File: config.mk
export PLATFORM = sky130hd
export DESIGN_NAME = rmq_sqrt
export DESIGN_NICKNAME = d
export VERILOG_FILES = /design/src/sv/rmq_pkg.sv /design/src/sv/rmq_sqrt.sv
export SDC_FILE = /design/constraint.sdc
export NUM_CORES = 1
export LEC_CHECK = 0
export CAP_MARGIN = 25
export CELL_PAD_IN_SITES_DETAIL_PLACEMENT = 1
export CELL_PAD_IN_SITES_GLOBAL_PLACEMENT = 1
export CORE_ASPECT_RATIO = 0.5
export CORE_UTILIZATION = 41
export CTS_CLUSTER_SIZE = 40
export DETAILED_ROUTE_END_ITERATION = 10
export DONT_BUFFER_PORTS = 1
export PLACE_DENSITY = 0.75
export SLEW_MARGIN = 40
export SYNTH_ARGS = -nofsm -noshare
export SYNTH_HDL_FRONTEND = slang
export SYNTH_SLANG_ARGS = --single-unit
File: constraint.sdc
create_clock -name clk_i -period 2.6 [get_ports clk_i]
set_input_delay 0.52 -clock clk_i [delete_from_list [all_inputs] [get_ports clk_i]]
set_output_delay 0.52 -clock clk_i [all_outputs]
set_load 0.02 [all_outputs]
File: src/sv/rmq_pkg.sv
// Shared constants and stage-to-stage structs for the rotation-matrix to quaternion pipeline.
`timescale 1ns / 1ps
`default_nettype none
package rmq_pkg;

  localparam int FracBits = 14;
  localparam int SqrtSteps = 16;   // result bits of the square root
  localparam int DivSteps = 32;    // numerator bits of the divider
  localparam logic [31:0] QuatLim = 32'(1) << FracBits;

  // component codes in x, y, z, w order
  localparam logic [1:0] COMP_X = 2'd0;
  localparam logic [1:0] COMP_Y = 2'd1;
  localparam logic [1:0] COMP_Z = 2'd2;
  localparam logic [1:0] COMP_W = 2'd3;

  // sideband carried beside the square-root pipeline
  typedef struct packed {
    logic signed [17:0] off0;
    logic signed [17:0] off1;
    logic signed [17:0] off2;
    logic [1:0]         big;
    logic               degen;
  } sq_side_t;

  // sideband carried beside the divider pipeline
  typedef struct packed {
    logic [2:0]  neg;
    logic [15:0] half;
    logic [1:0]  big;
    logic        degen;
  } dv_side_t;

endpackage
`default_nettype wire

File: src/sv/rmq_sqrt.sv
// Integer square root, one result bit per pipeline stage.
`timescale 1ns / 1ps
`default_nettype none
module rmq_sqrt import rmq_pkg::*; (
  input  wire logic        clk_i,
  input  wire logic        rst_ni,
  input  wire logic        en_i,
  input  wire logic        valid_i,
  input  wire logic [31:0] rad_i,
  input  wire sq_side_t    side_i,
  output logic             valid_o,
  output logic [15:0]      root_o,
  output sq_side_t         side_o
);

  logic [SqrtSteps-1:0] valid_q;
  logic [31:0]          rem_q [SqrtSteps];
  logic [31:0]          res_q [SqrtSteps];
  sq_side_t             side_q [SqrtSteps];

  for (genvar s = 0; s < SqrtSteps; s++) begin : g_step
    logic [31:0] rem_in, res_in, bitv, trial, rem_d, res_d;
    logic        vin;
    sq_side_t    sin;

    if (s == 0) begin : g_first
      assign rem_in = rad_i;
      assign res_in = '0;
      assign vin    = valid_i;
      assign sin    = side_i;
    end else begin : g_next
      assign rem_in = rem_q[s-1];
      assign res_in = res_q[s-1];
      assign vin    = valid_q[s-1];
      assign sin    = side_q[s-1];
    end

    // one restoring step with weight 4^(steps-1-s)
    assign bitv  = 32'(1) << (2 * (SqrtSteps - 1 - s));
    assign trial = res_in + bitv;
    always_comb begin
      if (rem_in >= trial) begin
        rem_d = rem_in - trial;
        res_d = (res_in >> 1) + bitv;
      end else begin
        rem_d = rem_in;
        res_d = res_in >> 1;
      end
    end

    always_ff @(posedge clk_i or negedge rst_ni) begin
      if (!rst_ni) begin
        valid_q[s] <= 1'b0;
      end else if (en_i) begin
        valid_q[s] <= vin;
      end
    end

    always_ff @(posedge clk_i) begin
      if (en_i) begin
        rem_q[s]  <= rem_d;
        res_q[s]  <= res_d;
        side_q[s] <= sin;
      end
    end
  end

  assign valid_o = valid_q[SqrtSteps-1];
  assign root_o  = res_q[SqrtSteps-1][15:0];
  assign side_o  = side_q[SqrtSteps-1];

endmodule
`default_nettype wire

# Yosys cells after proc, flatten, opt, wreduce, memory -nomap -nowiden
# Memories as Yosys holds them, arrays and structs flattened.
# Index checks and enable logic that the tools add are counted.
# totals
mem_bits_rw	1936
in_bits	93
memories	3
reg_bits	16
# mem_list
name	depth	width	rd	rd_clocked_by_memory_dff	write_ports	line	text
side_q	16	57	16	0	16	rmq_sqrt.sv:19	sq_side_t side_q [SqrtSteps];
rem_q	16	32	15	0	16	rmq_sqrt.sv:17	logic [31:0] rem_q [SqrtSteps];
res_q	16	32	16	0	16	rmq_sqrt.sv:18	logic [31:0] res_q [SqrtSteps];
# op_classes
n_mux	34
order_cmp	16
add_sub_neg	46
# ops
op	count
32-bit two-way mux	31
32-bit greater-or-equal comparator	15
32-bit subtractor	15
31-bit by 1-bit adder with 32-bit output, second input constant	1
31-bit by 11-bit adder with 32-bit output, second input constant	1
31-bit by 13-bit adder with 32-bit output, second input constant	1
31-bit by 15-bit adder with 32-bit output, second input constant	1
31-bit by 17-bit adder with 32-bit output, second input constant	1
31-bit by 19-bit adder with 32-bit output, second input constant	1
31-bit by 21-bit adder with 32-bit output, second input constant	1
31-bit by 23-bit adder with 32-bit output, second input constant	1
31-bit by 25-bit adder with 32-bit output, second input constant	1
31-bit by 27-bit adder with 32-bit output, second input constant	1
31-bit by 29-bit adder with 32-bit output, second input constant	1
31-bit by 3-bit adder with 32-bit output, second input constant	1
31-bit by 5-bit adder with 32-bit output, second input constant	1
31-bit by 7-bit adder with 32-bit output, second input constant	1
31-bit by 9-bit adder with 32-bit output, second input constant	1
32-bit by 1-bit adder with 32-bit output, second input constant	1
32-bit by 11-bit adder with 32-bit output, second input constant	1
32-bit by 13-bit adder with 32-bit output, second input constant	1
32-bit by 15-bit adder with 32-bit output, second input constant	1
32-bit by 17-bit adder with 32-bit output, second input constant	1
32-bit by 19-bit adder with 32-bit output, second input constant	1
13 further kinds	14

# Logic depth before layout (Yosys ltp)
# An unclocked memory read counts as a cell.
# depth
word_depth	4
depth_mapped	13

# Least setup slack after synthesis
# OpenSTA, ideal clock, no wires.
# synth_timing
path_kind	flip-flop to flip-flop
startpoint	memory rem_q[11][19] (netlist: rem_q[1][115])
endpoint	memory rem_q[12][26] (netlist: rem_q[1][154]) (data pin)
setup_slack_ns	-0.111
stages_incl_launch_ff	10
n_path_buf	1
arrival_time_ns	2.453
cell_sequence	edfxtp_1 ha_1 clkbuf_1 and4_1 nand3_1 or4_1 and3_1 nor3_1 nand2_1 xnor2_1
# synth_lines
item	line
start: declaration	rmq_sqrt.sv:17

==> summary.txt <==
Routing
  • DR iter-0 viols: 1247
  • DRC viols: 0
  • Met1 WL: 42900 um
  • Antenna-violating nets left: 0
  • Total wire length: 104000 um
  • DR top layer: met4
  • Vias per std cell: 4.90
  • Wire per inst: 18.4 um
  • Routed wl met3: 4350 um
  • Routed met2 length: 54200 um
  • DRT Pass-1 Iters: 5
  • Total number of vias: 27800

GRT
  • Initial antenna violation count: 0
  • GRT Util Overall: 14.4%
  • First-pass GRT wire length: 160000 um
  • Vias in the first global route: 29800
  • Largest net degree at the start of global routing: 117
  • Total grt overflow: 0

Finish
  • Share of layout cells above drive strength 1: 19.2%
  • Final core occ: 49.9%
  • Antenna cells: 0
  • Final instance area: 68700 um2
  • Non-Filler Instances: 5675
  • Synth-to-layout area growth: 20.3%
  • Layout Nets: 3950

STA
  • Worst setup margin: -0.0841 ns
  • Final setup violation count: 22
  • Max-slew violation count: 0
  • Fmax: 0.373 GHz
  • Final Hold Viols: 0
  • Rel. slew slack: 57.8%
  • Slew @ Worst Pin: 0.632 ns
  • RSZ-0062 raised after global routing: true
  • Final period utilization: 103%
  • Clock skew: 0.0654 ns
  • Final Critical Period: 2.68 ns

Yosys
  • Number of synthesized flops with an enable pin: 1528
  • Leading cell types by total area after synthesis: edfxtp_1, ha_1, xnor2_1, xor2_1, inv_1
  • XOR/XNOR Fraction of Synth Area: 3.13%
  • Seq cells post-synth: 1544
  • Post-synth ARST share: 1.04%
  • Post-Syn Nets: 3440
  • Mapped cell area: 57100 um2
  • Largest family of logic cells by synthesized area: simple AND/OR/NAND/NOR gates
  • Compound-Gate Fraction of Synth Area: 4.33%
  • Cell variety after synth: 73
  • Post-Syn Instances: 3197
  • Prevailing post-synth register cell: edfxtp_1
  • Seq/Total Area, Yosys: 81.1%
  • Simple-gate share of the synthesized area: 5.90%
  • Post-synth top area cell: edfxtp_1
  • Average cell area after synthesis: 17.9 um2
  • Post-synthesis mux area share: 0.741%
  • Synth Area in Adders: 3.29%
  • Synth warn: 0
  • Top cell type's share of synthesized area: 80.4%

Clocking
  • H-tree depth: 4
  • CTS tree: built
  • Root Buffer: clkbuf_16
  • Clk sinks: 1544
  • CTS buffer count: 146
  • Clk_lat worst skew: 0.79 ns
  • Clk pin slew, worst setup/hold paths: 0.07 ns
  • CTS Buffer Depth: 4

Min path
  • Hold EP: side_q[0][6]$_DFFE_PP_
  • Hold Crit Class: input pin to flip-flop
  • HP Start: en_i
  • Hold Path Stages: 1

Floorplanning
  • Chip height: 266 um
  • Rows: 96
  • Initial Util: 41.5%
  • Total core area: 138000 um2
  • Die area: 141000 um2
  • # IOs: 167
  • DIE WIDTH: 530 um

Worst setup path
  • Worst R2R Path Depth: 7
  • Worst path required time: 3.06 ns
  • FF-to-FF setup slack: -0.08 ns
  • CP Max Fanout: 7
  • Critical Path AT: 3.14 ns
  • Critical path class: flip-flop to flip-flop
  • CP Capture Type: flip-flop
  • FF-to-FF Start: rem_q[1][57]$_DFFE_PP_
  • Critical Path Start Type: flip-flop
  • Critical R2R Capture: rem_q[1][92]$_DFFE_PP_

Place
  • Gp weighted congestion: 0.882
  • Placed instance count: 5277
  • Hpwl dp: 67400 um
  • Placed instance area: 61600 um2
  • Number of port buffers: 0
  • Dpl ws: -0.276 ns

Power
  • VDD IR max: 0.750 mV
  • Pleak: 24.7 nW
  • Power consumption: 58.6 mW
  • Power Dens Cells: 853 nW/um2

Run status
  • Status: complete, but fails checks
  • Failing checks: negative setup slack

Run
  • Max Cap Viol: 0
==> cell usage in the layout (no fill, tap or decap), types with 16 or more instances in the layout <==
master / instances
or3_1: 20
a21oi_1: 114
o21ai_0: 79
o21ai_1: 18
buf_4: 276
nand2_1: 111
clkbuf_16: 149
o21a_1: 24
nor2_1: 116
xor2_1: 95
xnor2_1: 109
dfrtp_1: 16
clkinv_1: 30
dlygate4sd3_1: 91
nand2b_1: 28
buf_12: 23
clkbuf_1: 27
nand3_1: 42
ha_1: 130
inv_1: 174
nor3_1: 42
a21o_1: 44
nand4_1: 33
nor4_1: 63
clkinv_2: 22
mux2_2: 24
edfxtp_1: 1528
==> state kept, by name, summed over array words and instances (netlist names) <==
name / count
res_q: 136
rem_q: 480
g_step.vin: 15
side_q: 912
valid_o: 1
==> final cells by class <==
class                   count  area [um2]
well taps                1862        2330
multi-input cells        1424       11000
inverters                 183         701
flip-flops and latches   1544       46300
clock inverters            79         807
fillers                 13000       69000
clock buffers             175        3800
repair buffers            408        3700
==> kinds of logic after synthesis <==
| kind of cell | count (synthesis) |
|---|---|
| AOI/OAI and AO/OA | 400 |
| muxes | 38 |
| DFF | 1544 |
| xor gates and xnor gates | 204 |
| and+or+nand+nor | 632 |
| adders and majority gates | 150 |
| buffers and inverters | 229 |
==> metal layers <==
layer  up-vias  global-route usage [%]
met3       207                    3.37
met5         -                       0
li1      13300                       -
met1     13900                    16.8
met2       414                    26.4
met4         0                    4.10
==> report_power, final <==
| group | total [mW] | internal [mW] | leakage [nW] | switching, mW |
|---|---|---|---|---|
| combinational | 6.52 | 3.04 | 7.40 | 3.48 |
| clock | 20.8 | 11.9 | 2.26 | 8.87 |
| sequential | 31.3 | 30.1 | 15.0 | 1.26 |
==> critical path: stages (launching register included) <==
cell and delay [ns]:
edfxtp_1 0.38, or4_4 0.55, or4_4 0.44, or3_4 0.39
a21oi_4 0.17, a211o_4 0.22, nor4_2 0.07, xor2_1 0.20
==> cell usage after synthesis, drive strengths merged (11+ instances only) <==
master and n:
dfrtp 16, nor2 133, a21oi 131, nor4b 21
clkbuf 33, xnor2 109, o21a 24, nor2b 19
inv 182, or4 14, nor4 84, ha 150
mux2 28, buf 13, nand3 45, o21ai 107
a21o 44, xor2 95, nand4 33, nand2b 28
o31ai 11, edfxtp 1528, nor3 53, nand2 113
and3 12, or3 25
==> through the flow <==
step | TNS [ns] | hold slack, ns
after detailed placement | -15.56 | 0.225
after CTS | -1.33 | 0.0832
after global placement | -6.04 | 0.225
final | -0.759 | 0.130
after floorplan | -0.0901 | 0.224
after global routing | -5.58 | 0.101
==> what timing repair did <==
action,CTS,global route
hold endpoints to repair,106,16
cloned,1,2
setup endpoints to repair,167,189
hold buffers,91,1
setup buffers,15,34
pin swaps,24,50
resized for setup,107,148
==> worst max-delay path by stage <==
stage	start	endpoint	slack [ns]	cells after the start
final	rem_q[1][57]$_DFFE_PP_	rem_q[1][92]$_DFFE_PP_	-0.08	7
after global routing	rem_q[0][251]$_DFFE_PP_	rem_q[1][18]$_DFFE_PP_	-0.15	6
after CTS	rem_q[0][251]$_DFFE_PP_	rem_q[1][18]$_DFFE_PP_	-0.14	6
after detailed placement	rem_q[0][244]$_DFFE_PP_	rem_q[1][29]$_DFFE_PP_	-0.28	8
after global placement	rem_q[0][244]$_DFFE_PP_	rem_q[1][18]$_DFFE_PP_	-0.22	7
after floorplan	rem_q[0][250]$_DFFE_PP_	rem_q[1][18]$_DFFE_PP_	-0.04	6
Note: power is estimated with default switching activity, not from simulation.
