File: src/sv/rmq_pkg.sv
// Shared constants and stage-to-stage structs for the rotation-matrix to quaternion pipeline.
`timescale 1ns / 1ps
`default_nettype none
package rmq_pkg;

  localparam int FracBits = 14;
  localparam int SqrtSteps = 16;   // result bits of the square root
  localparam int DivSteps = 32;    // numerator bits of the divider
  localparam logic [31:0] QuatLim = 32'(1) << FracBits;

  // component codes in x, y, z, w order
  localparam logic [1:0] COMP_X = 2'd0;
  localparam logic [1:0] COMP_Y = 2'd1;
  localparam logic [1:0] COMP_Z = 2'd2;
  localparam logic [1:0] COMP_W = 2'd3;

  // sideband carried beside the square-root pipeline
  typedef struct packed {
    logic signed [17:0] off0;
    logic signed [17:0] off1;
    logic signed [17:0] off2;
    logic [1:0]         big;
    logic               degen;
  } sq_side_t;

  // sideband carried beside the divider pipeline
  typedef struct packed {
    logic [2:0]  neg;
    logic [15:0] half;
    logic [1:0]  big;
    logic        degen;
  } dv_side_t;

endpackage
`default_nettype wire

File: src/sv/rmq_front.sv
// Front stage: trace, branch select, square-root operand and off-branch terms.
`timescale 1ns / 1ps
`default_nettype none
module rmq_front import rmq_pkg::*; (
  input  wire logic               clk_i,
  input  wire logic               rst_ni,
  input  wire logic               en_i,
  input  wire logic               valid_i,
  input  wire logic signed [15:0] r00_i,
  input  wire logic signed [15:0] r01_i,
  input  wire logic signed [15:0] r02_i,
  input  wire logic signed [15:0] r10_i,
  input  wire logic signed [15:0] r11_i,
  input  wire logic signed [15:0] r12_i,
  input  wire logic signed [15:0] r20_i,
  input  wire logic signed [15:0] r21_i,
  input  wire logic signed [15:0] r22_i,
  output logic                    valid_o,
  output logic [31:0]             rad_o,
  output sq_side_t                side_o
);

  logic signed [18:0] a00, a11, a22, trace, arg;
  logic               valid_q;
  logic [31:0]        rad_d, rad_q;
  sq_side_t           side_d, side_q;

  assign a00 = 19'(r00_i);
  assign a11 = 19'(r11_i);
  assign a22 = 19'(r22_i);
  assign trace = a00 + a11 + a22;

  // branch select and terms
  always_comb begin
    side_d = '0;
    if (trace > 0) begin
      arg = 19'(QuatLim) + trace;
      side_d.big  = COMP_W;
      side_d.off0 = 18'(r21_i) - 18'(r12_i);
      side_d.off1 = 18'(r02_i) - 18'(r20_i);
      side_d.off2 = 18'(r10_i) - 18'(r01_i);
    end else if (r00_i > r11_i && r00_i > r22_i) begin
      arg = 19'(QuatLim) + a00 - a11 - a22;
      side_d.big  = COMP_X;
      side_d.off0 = 18'(r01_i) + 18'(r10_i);
      side_d.off1 = 18'(r02_i) + 18'(r20_i);
      side_d.off2 = 18'(r21_i) - 18'(r12_i);
    end else if (r11_i > r22_i) begin
      arg = 19'(QuatLim) + a11 - a00 - a22;
      side_d.big  = COMP_Y;
      side_d.off0 = 18'(r01_i) + 18'(r10_i);
      side_d.off1 = 18'(r12_i) + 18'(r21_i);
      side_d.off2 = 18'(r02_i) - 18'(r20_i);
    end else begin
      arg = 19'(QuatLim) + a22 - a00 - a11;
      side_d.big  = COMP_Z;
      side_d.off0 = 18'(r02_i) + 18'(r20_i);
      side_d.off1 = 18'(r12_i) + 18'(r21_i);
      side_d.off2 = 18'(r10_i) - 18'(r01_i);
    end
    side_d.degen = (arg <= 0);
    rad_d = side_d.degen ? '0 : (32'(arg[17:0]) << FracBits);
  end

  always_ff @(posedge clk_i or negedge rst_ni) begin
    if (!rst_ni) begin
      valid_q <= 1'b0;
    end else if (en_i) begin
      valid_q <= valid_i;
    end
  end

  always_ff @(posedge clk_i) begin
    if (en_i) begin
      rad_q  <= rad_d;
      side_q <= side_d;
    end
  end

  assign valid_o = valid_q;
  assign rad_o   = rad_q;
  assign side_o  = side_q;

endmodule
`default_nettype wire

File: config.mk
export PLATFORM = sky130hd
export DESIGN_NAME = rmq_front
export DESIGN_NICKNAME = d
export VERILOG_FILES = /design/src/sv/rmq_pkg.sv /design/src/sv/rmq_front.sv
export SDC_FILE = /design/constraint.sdc
export NUM_CORES = 1
export LEC_CHECK = 0
export BUFFER_PORTS_ARGS = -buffer_cell sky130_fd_sc_hd__buf_2
export CAP_MARGIN = 20
export CORE_MARGIN = 5
export CORE_UTILIZATION = 50
export DETAILED_ROUTE_END_ITERATION = 10
export PLACE_DENSITY = 0.76
export SLEW_MARGIN = 15
export SYNTH_ARGS = -nofsm -noshare
export SYNTH_HDL_FRONTEND = slang
export SYNTH_SLANG_ARGS = --single-unit
File: constraint.sdc
create_clock -name clk_i -period 2.33 [get_ports clk_i]
set_clock_uncertainty 0.2 [all_clocks]
set_input_delay 0 -clock clk_i [delete_from_list [all_inputs] [get_ports clk_i]]
set_output_delay 0 -clock clk_i [all_outputs]
set_load 0.01 [all_outputs]
# == After elaboration in Yosys (flattened, before gate mapping) ==
# Index checks and enable logic that the tools add are counted.
# classes
div_mod_pow,0
shift,0
bitwise_logic,0
muxes,6
n_reduce_logical,1
n_eq_ne,0
multipliers,0
magnitude_cmp,5
addsub,18
# op_table
operator,count
$mux W56,3
$add A16 B16 Y17,4
$mux W19,3
$sub A18 B16 Y19,3
$sub A17 B16 Y18,3
$add A16 B16 Y17 const A,3
$sub A16 B16 Y17,3
$gt A16 B16 Y1,3
$add A16 B18 Y19 const A,1
$le A19 B1 Y1 const B,1
$add A17 B16 Y18,1
$gt A18 B1 Y1 const B,1
$logic_and A1 B1 Y1,1
# totals
in_bits,148
register_bits,90
out_inout_bits,90
elab_cells,38
latch_bits,0
mem_bits_ro,0
ram_bits,0
n_memories,0

# == Longest topological paths before layout ==
# Gate-level depths: netlist of the first run.
# depth
ltp_word,7
mapped_depth,21
mapped_depth_nobuf,19

# == Least setup slack after synthesis of the first run ==
# No wires, ideal clock.
# synth_timing
path_kind,input to register
startpoint,input port r00_i[3]
endpoint,"register side_q, in the netlist side_o[53] (data pin)"
stages,19
setup_ns,0.269
required_ns,1.861
path_buffers,3
t_arrival_ns,3.722
setup_slack_ns,-1.861
cell_sequence,inv_1 -> fa_1 -> inv_1 -> ha_1 -> and3b_1 -> a2111oi_4 -> nor3_2 -> o41ai_2 -> o21bai_1 -> a21oi_1 -> xnor2_1 -> inv_1 -> ha_1 -> nor4b_2 -> nor2_1 -> buf_6 -> buf_6 -> clkbuf_1 -> o21ai_1
# synth_rtl
element,line,source
start: declaration,rmq_front.sv:9,"input wire logic signed [15:0] r00_i,"
end signal: assignment,rmq_front.sv:76,side_q <= side_d;
end: declaration,rmq_front.sv:26,"sq_side_t side_d, side_q;"

==> parameters.txt, run 1 <==
Parameter                              Value

Timing
  Actual slew at the worst max-slew pin ... 0.600 ns
  FMAX ... 231 MHz
  Period utilisation layout ... 186%
  Hold violation total from the final report ... 1
  Post-layout worst setup margin ... -2.00 ns
  Max-slew violation total from the final report ... 0
  Max-slew headroom at the worst pin ... 59.5%
  Setup repair after global routing missed its margin ... yes
  Tmin final ... 4.33 ns
  Total setup violations reported at the end of the flow ... 72
  Worst hold slack after final layout ... -0.00169 ns

Outcome
  Status ... finished with violations
  Violations in the final reports ... negative hold slack, negative setup slack

Worst setup path
  Category of the worst setup path capture point ... flip-flop
  Required time worst endpoint ... 2.23 ns
  Start-to-end type of the worst setup path ... in -> reg
  Critical path destination ... side_o[23]
  Critical Path Max Stage Delay ... 0.49 ns
  Series of cell instances along the critical path ... buf_2 -> fa_2 -> buf_4 -> buf_4 -> fa_2 -> a211o_1 -> a211oi_1 -> nor3_1 -> xnor2_1 -> nor3b_1 -> nand4b_1 -> nor4b_4 -> nor2_4 -> buf_6 -> or3_4 -> a21oi_4 -> a211oi_2
  Path depth of the worst reg2reg path ... 1
  Arrival @ worst endpoint ... 4.23 ns
  Critical Path Start ... r11_i[2]
  Category of the worst setup path launch point ... primary input
  Reg2reg start ... valid_o
  Slowest cell on crit path ... fa_2
  Setup slack of the worst register-to-register path ... 1.39 ns
  Capturing point of the worst reg2reg path ... valid_o
  Largest fanout of any net on the critical path ... 5

Clocking
  CTS tree ... done
  Clock Tree Root ... clkbuf_16
  Clock-pin slew reported for the worst setup and hold paths after clock tree synthesis ... 0.07 ns
  Clock Latency Late Sink ... 0.34 ns
  Num CTS Buffers ... 9
  Number of clock sinks seen by CTS ... 73
  Number of buffers on the longest clock path ... 2
  CTS HTree Levels ... 3

Finish
  Area growth syn-to-layout ... 50.2%
  Number of inserted diodes ... 0
  Final std cells w/o fill ... 3,031
  Layout cells sized above 1 ... 39.4%
  Nets ... 3,148

Synthesis
  Synth async-reset ratio ... 1.37%
  Cell type contributing the most total cell area after synthesis ... ha_1
  Area fraction of the dominant cell type after synthesis ... 24.3%
  Distinct cell type count of the synthesized netlist ... 87
  Number of enable flip-flop cells after synthesis ... 72
  Synthesized instance count ... 1,828
  Number of warning messages in the yosys log ... 0
  Synthesized area ... 15,200 sq um
  Main area contributors after synthesis ... ha_1 24%, edfxtp_1 14%, fa_1 9.7%
  Most frequently used flop master after synthesis ... edfxtp_1
  Synthesized area divided by synthesized cell count ... 8.33 sq um
  Post-synthesis register bit count ... 73
  Post-synthesis sequential area ratio ... 14.4%

Power and ir drop
  Largest voltage drop on the vdd net ... 0.488 mV
  Leakage Power ... 11.4 nW
  Cell Pwr Density ... 684 nW/um^2
  Total chip power ... 15.6 mW

Route
  Mean number of vias per cell ... 5.80
  DRT iter0 DRCs ... 1,746
  Drt pass-1 iters ... 6
  Number of vias in the routed layout ... 17,594
  DRC violations left ... 0
  Count of antenna-violating nets left after detailed routing ... 0
  DR WL/cell ... 20.3 um
  Aggregate routed wire length ... 61,400 um

Placement
  Final weighted congestion in routability-driven placement ... 1.00
  Post-placement cell count ... 2,955
  Port Buf Inserts ... 223
  HPWL after detailed placement ... 46,800 um

Floorplanning
  Die extent in y ... 185 um
  I/O pin cnt ... 238
  Horizontal extent of the die ... 185 um
  Area of the die ... 34,100 sq um
  Std-Cell Core Area ... 30,300 sq um
  Number of rows created at floorplan ... 64
  Starting density of the core ... 50.2%

Global routing
  Pin count of the biggest net entering global routing ... 40
  Global Route Usage Sum ... 32.5%
  Via count of the first global-routing pass ... 17,290
  Initial antenna violation count ... 1
  Final global-route overflow total ... 0
  First-pass GRT wire length ... 88,400 um

Min path
  Hold WC Path Type ... in -> reg

Job
  Max_cap viols ... 0
-- stage by stage --
| step | setup TNS [ns] | instance area, sq um | hold slack, ns | utilization (%) | worst slack, ns |
|---|---|---|---|---|---|
| after global routing | -133.25 | 22900 | 0.00655 | 75.4 | -2.06 |
| final | -129.86 | 22900 | -0.00169 | 75.4 | -2.00 |
| after floorplan | -112.76 | 15500 | -0.496 | - | -1.67 |
| after detailed placement | -141.80 | 21000 | -0.423 | 69.3 | -2.12 |
| after global placement | -133.70 | 21000 | -0.425 | 69.3 | -1.98 |
| after CTS | -105.68 | 22200 | 0.00305 | 73.0 | -1.62 |
-- flip-flops by register name, summed over array words and instances (netlist names) --
register  flops
side_o       54
valid_o       1
rad_o        18
-- report_power, final --
group / switching (mW) / leakage (nW) / internal, mW
clock network: 0.622 / 0.167 / 1.06
registers: 0.303 / 0.715 / 1.99
logic: 6.18 / 10.5 / 5.49
total: 7.11 / 11.4 / 8.54
-- routing by layer --
layer	GRT usage (%)	up-vias	wire, um
met4	15.7	2	3930
met3	2.53	316	4950
met1	40.9	8225	23500
met5	0	-	13
li1	-	7906	-
met2	56.3	1145	29000
-- final cells by class --
class,instances,area [sq um]
Clock buffer,10,229
Fill cell,2001,7460
Tap cell,396,495
Timing Repair Buffer,850,6240
Clock inverter,6,116
Multi-Input combinational cell,1477,12800
Sequential cell,73,2190
Inverter,219,828
-- repair_timing --
item,in CTS,in global routing
hold endpoints to repair,37,0
resized for setup,119,123
endpoints found under the setup margin,72,72
buffers inserted,30,26
pin swaps,45,75
hold buffers,5,0
cloned,8,0
-- placed cells by master, fill, tap and decap left out, types with 23 or more instances in the layout --
master / count
buf_2: 215
xor2_1: 45
a21oi_1: 118
ha_1: 279
nor2b_1: 32
buf_4: 574
fa_1: 66
xnor2_1: 78
nand2b_1: 23
buf_6: 33
nand3_1: 37
edfxtp_1: 72
nor3_1: 33
nor2_1: 143
nand2_1: 99
o21ai_0: 53
inv_1: 208
o21ai_1: 31
-- cells in the mapped netlist (all sizes together), types with 7 or more instances --
master,number
fa,74
o22ai,7
or2,12
nand2b,23
o31ai,12
nor2,153
nor3,37
ha,296
a221oi,9
buf,40
o41ai,10
xor2,46
or3,16
nand4,12
a21o,12
and3,11
mux2i,20
nand2,116
o21a,14
edfxtp,72
o21bai,19
nor4,12
o21ai,100
a211oi,15
nor2b,34
inv,219
clkbuf,34
o211ai,19
nand3,43
xnor2,79
a211o,8
a21oi,135
a31oi,14
o2111ai,8
-- how the worst min path moves through the flow --
stage                     startpoint        end  slack (ns)  cells after the start
after CTS                   r01_i[0]  side_o[3]       0.003                      3
after detailed placement      rst_ni    valid_o       -0.42                      1
after floorplan               rst_ni    valid_o       -0.50                      0
after global placement        rst_ni    valid_o       -0.42                      1
after global routing        r01_i[0]  side_o[3]       0.007                      3
final                       r01_i[0]  side_o[3]      -0.002                      3
-- cell families (layout without fill, tap and decap cells) --
logic type      count (synthesis)  after routing  synth area share, %
flops                          73             73                 14.4
buf+inv                       293           1085                 7.94
mux                            23             23                 1.54
other cells                     1             14               0.0246
simple gates                  495            497                 15.7
xor+xnor                      125            125                 7.19
fa+ha+maj                     370            370                 34.0
compound gates                448            448                 19.2
-- worst max-delay path, delay by kind of cell --
| kind | cells | cell delay, ns |
|---|---|---|
| buf+inv | 4 | 0.58 |
| xor+xnor | 1 | 0.26 |
| compound gates | 4 | 0.99 |
| simple gates | 6 | 1.57 |
| fa+ha+maj | 2 | 0.83 |
(Power assumes the default switching activity.)
==> run 2: changes to the inputs <==
--- a/config.mk
+++ b/config.mk
@@ -6,10 +6,11 @@
 export NUM_CORES = 1
 export LEC_CHECK = 0
+export ABC_AREA = 1
 export BUFFER_PORTS_ARGS = -buffer_cell sky130_fd_sc_hd__buf_2
 export CAP_MARGIN = 20
 export CORE_MARGIN = 5
-export CORE_UTILIZATION = 50
+export CORE_UTILIZATION = 25
 export DETAILED_ROUTE_END_ITERATION = 10
-export PLACE_DENSITY = 0.76
+export PLACE_DENSITY = 0.45
 export SLEW_MARGIN = 15
 export SYNTH_ARGS = -nofsm -noshare
==> constraint.sdc (replaced) <==
create_clock -name clk_i -period 2.33 [get_ports clk_i]
set_clock_uncertainty 0.2 [all_clocks]
set_input_delay 0.1165 -clock clk_i [delete_from_list [all_inputs] [get_ports clk_i]]
set_output_delay 0.1165 -clock clk_i [all_outputs]
set_load 0.01 [all_outputs]
==> run 2 against run 1 <==
The run ends with negative setup slack left. Worst hold slack gained 0.036 ns. Die area grew 100%. Utilization decreased by 38 points. Synthesized cell count rose by 23%. Maximum frequency fell by 1.8%. Register-to-register slack about the same. Combinational power decreased by 8%. Area after synthesis up 4.3%. Largest cell class unchanged.
==> parameters.txt, run 2 <==
Parameter                              Value

Outcome
  Status ... finished with violations
  Violations in the final reports ... negative setup slack

Worst setup path
  Start-to-end type of the worst setup path ... in -> reg
  Arrival @ worst endpoint ... 4.32 ns
  Category of the worst setup path launch point ... primary input
  Setup slack of the worst register-to-register path ... 1.39 ns
  Critical Path Max Stage Delay ... 0.51 ns
  Slowest cell on crit path ... fa_1
  Crit path buf inv count ... 5
  Reg2reg start ... valid_o
  Path depth of the worst reg2reg path ... 1
  Category of the worst setup path capture point ... flip-flop
  Capturing point of the worst reg2reg path ... valid_o
  Required time worst endpoint ... 2.23 ns
  Largest fanout of any net on the critical path ... 7
  Critical path's top delay family ... simple AND/OR/NAND/NOR gates
  Critical Path Start ... r11_i[1]

Placement
  Final weighted congestion in routability-driven placement ... 0.896
  Port Buf Inserts ... 223
  DP Worst Slack ... -2.50 ns
  Post-placement cell count ... 3,880
  HPWL after detailed placement ... 56,300 um

Synthesis
  Cell type contributing the most total cell area after synthesis ... ha_1
  Adder-Cell Fraction of Synth Area ... 32.6%
  Synth async-reset ratio ... 1.37%
  Number of warning messages in the yosys log ... 0
  Main area contributors after synthesis ... ha_1 23%, edfxtp_1 14%, nand2_1 12%
  Number of enable flip-flop cells after synthesis ... 72
  Synthesized area divided by synthesized cell count ... 7.07 sq um
  Post-synthesis compound-gate area fraction ... 13.6%
  Distinct cell type count of the synthesized netlist ... 53
  Area fraction of the dominant cell type after synthesis ... 23.3%
  Xor/xnor cell area share of the yosys netlist ... 5.90%
  Synthesized instance count ... 2,248
  Most frequently used flop master after synthesis ... edfxtp_1
  Simple-gate share of the synthesized area ... 22.6%
  Post-synthesis sequential area ratio ... 13.8%
  Synth top cells by count ... 507 x nand2_1, 373 x inv_1, 296 x ha_1
  Post-synthesis register bit count ... 73
  Synthesized area ... 15,900 sq um
  Dominant combinational cell family by area after synthesis ... adder cells
  Most common cell in the synthesized netlist ... nand2_1
  Share of cell area taken by muxes after synthesis ... 0.0709%

Finish
  Commonest non-fill, non-tap cell in the layout ... buf_4
  Layout cells sized above 1 ... 30.9%
  Nets ... 3,589
  Final-layout fill cell count ... 6,774
  Area growth syn-to-layout ... 47.5%
  Most used cells in the layout excluding fill and tap cells ... 625 x buf_4, 498 x nand2_1, 371 x inv_1, 291 x ha_1, 220 x buf_2
  Max FFs per register ... 54
  Final std cells w/o fill ... 3,925

Timing
  Total setup violations reported at the end of the flow ... 72
  Max-slew headroom at the worst pin ... 66.2%
  Setup repair after global routing missed its margin ... yes
  FMAX ... 227 MHz
  Period utilisation layout ... 189%
  Tmin final ... 4.41 ns
  Actual slew at the worst max-slew pin ... 0.505 ns
  Worst hold slack after final layout ... 0.0344 ns
  Max-slew violation total from the final report ... 0
  Hold violation total from the final report ... 0
  Post-layout worst setup margin ... -2.08 ns

Clocking
  Num CTS Buffers ... 9
  Clock Tree Root ... clkbuf_16
  Clock Latency Late Sink ... 0.34 ns
  Number of buffers on the longest clock path ... 2
  CTS tree ... done
  Number of clock sinks seen by CTS ... 73
  Clock-pin slew reported for the worst setup and hold paths after clock tree synthesis ... 0.06 ns
  CTS HTree Levels ... 3

Global routing
  First-pass GRT wire length ... 95,600 um
  Initial antenna violation count ... 6
  Via count of the first global-routing pass ... 17,278
  Global Route Usage Sum ... 17.7%
  Pin count of the biggest net entering global routing ... 45
  Final global-route overflow total ... 0

Floorplanning
  I/O pin cnt ... 238
  Starting density of the core ... 25.2%
  Area of the die ... 68,700 sq um
  Number of rows created at floorplan ... 92
  Horizontal extent of the die ... 262 um
  Std-Cell Core Area ... 63,000 sq um
  Die extent in y ... 262 um

Route
  Count of antenna-violating nets left after detailed routing ... 0
  Number of vias in the routed layout ... 17,013
  DRT iter0 DRCs ... 990
  Aggregate routed wire length ... 63,100 um
  Mean number of vias per cell ... 4.33
  DRC violations left ... 0
  Drt pass-1 iters ... 5
  DR WL/cell ... 16.1 um

Power and ir drop
  Largest voltage drop on the vdd net ... 0.377 mV
  Leakage Power ... 13.0 nW
  Cell Pwr Density ... 616 nW/um^2

Min path
  Origin of the worst min-delay path ... en_i
  Cells on Worst Hold Path ... 1
  Hold Path Sink ... side_o[2]
  Hold WC Path Type ... in -> reg

Job
  Max_cap viols ... 0
run 2: cell types whose count changed in the layout (fill, tap and decap cells not counted), moves of 24 or more:
| cell | delta |
|---|---|
| nand3_1 | +73 |
| nor2b_1 | -32 |
| buf_4 | +51 |
| inv_1 | +163 |
| nand2_1 | +399 |
| buf_6 | -24 |
| xor2_1 | +51 |
| a21oi_1 | +46 |
| xnor2_1 | -67 |
run 2: where the power goes:
part / internal (mW) / leakage [nW] / switching [mW]
logic: 4.91 / 12.1 / 5.86
clock network: 0.949 / 0.162 / 0.571
registers: 1.98 / 0.715 / 0.172
run 2: layout make-up:
class                   count  area, sq um  area share, %
inverters                 381         1440           6.14
diodes                      3         7.51         0.0320
clock inverters             7          103          0.438
flip-flops and latches     73         2190           9.34
repair buffers            870         6200           26.5
multi-input cells        1736        12200           52.1
well taps                 846         1060           4.52
clock buffers               9          225          0.961
run 2: worst max path at each step:
stage / endpoint / slack (ns) / cells after the start
2_1_floorplan: rad_o[31] / -1.84 / 34
3_3_place_gp: rad_o[29] / -2.43 / 34
3_5_place_dp: rad_o[29] / -2.50 / 34
4_1_cts: rad_o[29] / -2.05 / 34
5_1_grt: rad_o[29] / -2.42 / 34
6_report: rad_o[18] / -2.08 / 34
run 2: per-layer routing:
| metal | vias up | global-route usage, % | wire, um |
|---|---|---|---|
| met5 | - | 0 | 55 |
| met4 | 8 | 2.37 | 602 |
| li1 | 8865 | - | - |
| met3 | 30 | 1.45 | 2550 |
| met1 | 7835 | 26.6 | 32200 |
| met2 | 275 | 28.5 | 27700 |
run 2: cells by family (layout without fill, tap and decap cells):
group | Yosys count | after routing
buffers and inverters | 455 | 1267
xor gates and xnor gates | 107 | 107
other | 1 | 17
DFF | 73 | 73
muxes | 1 | 1
adders and majority gates | 370 | 370
and+or+nand+nor | 862 | 865
AOI/OAI and AO/OA | 379 | 379
run 2: what timing repair did:
item / in CTS / in global routing
gates resized for setup: 42 / 24
endpoints found under the setup margin: 72 / 72
pin swaps: 15 / 20
hold buffers: 3 / 0
endpoints found under the hold margin: 2 / 0
gates cloned: 4 / 0
buffers inserted: 17 / 2
run 2: through the flow:
stage | setup TNS [ns] | cell area [sq um] | total power, mW | util [%]
6_report | -134.63 | 23400 | 14.4 | 37.2
5_1_grt | -157.29 | 23400 | 15.7 | 37.2
4_1_cts | -132.68 | 23300 | 14.4 | 37.1
3_5_place_dp | -166.07 | 22700 | 12.6 | 36.0
3_3_place_gp | -161.39 | 22700 | 12.6 | 36.0
2_1_floorplan | -111.69 | 16100 | 7.34 | -
==> run 3: changes to the inputs <==
==> constraint.sdc (replaced) <==
create_clock -name clk_i -period 2.33 [get_ports clk_i]
set_clock_uncertainty 0.2 [all_clocks]
set_input_delay 0.5825 -clock clk_i [delete_from_list [all_inputs] [get_ports clk_i]]
set_output_delay 0.5825 -clock clk_i [all_outputs]
set_load 0.01 [all_outputs]
==> run 3 against run 2 <==
Final cell count rose by 1.2%. The flow still finishes with violations (negative setup slack). Die area did not move. Register-to-register slack barely moved. Critical path type unchanged.
==> parameters.txt, run 3 (synthesized netlist as in run 2, its figures left out) <==
Parameter                              Value

Floorplanning
  Die extent in y ... 262 um
  I/O pin cnt ... 238
  Std-Cell Core Area ... 63,000 sq um
  Horizontal extent of the die ... 262 um
  Area of the die ... 68,700 sq um
  Number of rows created at floorplan ... 92
  Starting density of the core ... 25.2%

Worst setup path
  Slowest cell on crit path ... fa_1
  Path depth of the worst reg2reg path ... 1
  Critical Path Start ... r00_i[1]
  Reg2reg start ... valid_o
  Critical path's top delay family ... simple AND/OR/NAND/NOR gates
  Capturing point of the worst reg2reg path ... valid_o
  Arrival @ worst endpoint ... 4.78 ns
  Setup slack of the worst register-to-register path ... 1.39 ns
  Start-to-end type of the worst setup path ... in -> reg
  Cell repeated most along the worst path ... buf_4
  Category of the worst setup path launch point ... primary input
  Critical Path Max Stage Delay ... 0.51 ns
  Number of gates on the worst path with buffers counted ... 35
  Category of the worst setup path capture point ... flip-flop
  Largest fanout of any net on the critical path ... 8
  Crit path buf inv count ... 11
  Required time worst endpoint ... 2.24 ns

Route
  DR WL/cell ... 15.9 um
  Count of antenna-violating nets left after detailed routing ... 0
  DRC violations left ... 0
  Aggregate routed wire length ... 63,300 um
  Drt pass-1 iters ... 4
  DRT iter0 DRCs ... 940
  Number of vias in the routed layout ... 17,277
  Mean number of vias per cell ... 4.35

Finish
  Final design utilization ... 38.0%
  Final std cells w/o fill ... 3,974
  Nets ... 3,640
  Flip-flop and latch area ... 2190 sq um
  Final-layout fill cell count ... 6,781
  Max FFs per register ... 54
  Layout cells sized above 1 ... 32.8%
  Area of combinational cells with multiple inputs ... 12,300 sq um
  Area growth syn-to-layout ... 50.6%
  Commonest non-fill, non-tap cell in the layout ... buf_4
  Most used cells in the layout excluding fill and tap cells ... 678 x buf_4, 492 x nand2_1, 371 x inv_1, 291 x ha_1, 220 x buf_2

Global routing
  Final global-route overflow total ... 0
  Pin count of the biggest net entering global routing ... 47
  Initial antenna violation count ... 7
  First-pass GRT wire length ... 96,100 um
  Global Route Usage Sum ... 17.8%
  Via count of the first global-routing pass ... 17,503

Timing
  Total setup violations reported at the end of the flow ... 72
  Post-layout worst setup margin ... -2.54 ns
  Setup TNS ... -165.70 ns
  FMAX ... 205 MHz
  Setup repair after global routing missed its margin ... yes
  Worst hold slack after final layout ... 0.272 ns
  Period utilisation layout ... 209%
  Max-slew violation total from the final report ... 0
  Tmin final ... 4.87 ns
  Hold violation total from the final report ... 0

Clocking
  Clock Latency Late Sink ... 0.35 ns
  Number of clock sinks seen by CTS ... 73
  CTS HTree Levels ... 3
  Number of buffers on the longest clock path ... 2
  Clock-pin slew reported for the worst setup and hold paths after clock tree synthesis ... 0.06 ns
  Clock Tree Root ... clkbuf_16
  Num CTS Buffers ... 9
  CTS tree ... done

Power and ir drop
  Largest voltage drop on the vdd net ... 0.399 mV
  Share of total power in the clock network ... 9.8%
  Cell Pwr Density ... 612 nW/um^2
  Sequential share of power ... 14.8%
  Switching pwr ... 6.72 mW
  Combinational share of power ... 75.4%
  Internal cell power ... 7.91 mW
  Sw frac ... 45.9%
  Leakage Power ... 13.2 nW

Min path
  Origin of the worst min-delay path ... valid_i
  Hold Path Sink ... valid_o
  Hold WC Path Type ... in -> reg
  Cells on Worst Hold Path ... 2

Outcome
  Violations in the final reports ... negative setup slack
  Status ... finished with violations

Placement
  Port Buf Inserts ... 223
  HPWL after detailed placement ... 56,100 um
  Post-placement cell count ... 3,922
  Final weighted congestion in routability-driven placement ... 0.913

Job
  Max_cap viols ... 0
## run 3: cell types whose count changed in the layout (fill, tap and decap cells not counted), moves of 3 or more
cell / change
o21ai_1: -3
buf_4: +53
nand3_1: -4
nor2_1: -7
nor2_2: +7
nand2_2: +3
nand2_1: -6
## run 3: how the worst max path moves through the flow
stage | endpoint | slack, ns
after floorplan | rad_o[31] | -2.31
after global routing | rad_o[16] | -2.88
after CTS | rad_o[24] | -2.48
after detailed placement | rad_o[14] | -2.94
final | rad_o[19] | -2.54
after global placement | rad_o[18] | -2.87
## run 3: through the flow
stage	area [sq um]	power (mW)	setup slack, ns
after floorplan	16100	7.34	-2.31
after global placement	23000	12.6	-2.87
after detailed placement	23000	12.6	-2.94
after CTS	23700	14.4	-2.48
after global routing	23900	16.0	-2.88
final	23900	14.6	-2.54
## run 3: power by group through the flow
| stage | Combinational (mW) | Sequential, mW | Clock (mW) |
|---|---|---|---|
| final | 11.0 | 2.16 | 1.44 |
| after global routing | 12.2 | 2.20 | 1.54 |
| after CTS | 10.7 | 2.18 | 1.49 |
| after detailed placement | 10.4 | 2.21 | 0 |
| after global placement | 10.4 | 2.21 | 0 |
| after floorplan | 5.05 | 2.29 | 0 |
## run 3: per-layer routing
layer	GRT usage, %	share of wire [%]	up-vias
met5	0	0.14	-
met4	2.88	1.2	12
met3	1.41	3.8	45
met2	28.3	44	298
met1	26.9	51	7955
li1	-	-	8967
## run 3: layout make-up
cell class / count / share of cell area (%)
clock inverters: 7 / 0.350
flip-flops and latches: 73 / 9.14
clock buffers: 9 / 0.942
well taps: 846 / 4.43
inverters: 381 / 6.01
repair buffers: 921 / 27.5
diodes: 1 / 0.0105
multi-input cells: 1736 / 51.6
## run 3: what timing repair did
item                                    in CTS  in global routing
hold buffers                                 1                  0
gates cloned                                 4                  1
hold endpoints to repair                     1                  0
buffers inserted                            20                  9
endpoints found under the setup margin      72                 72
resized for setup                           51                 41
pin swaps                                    3                 14
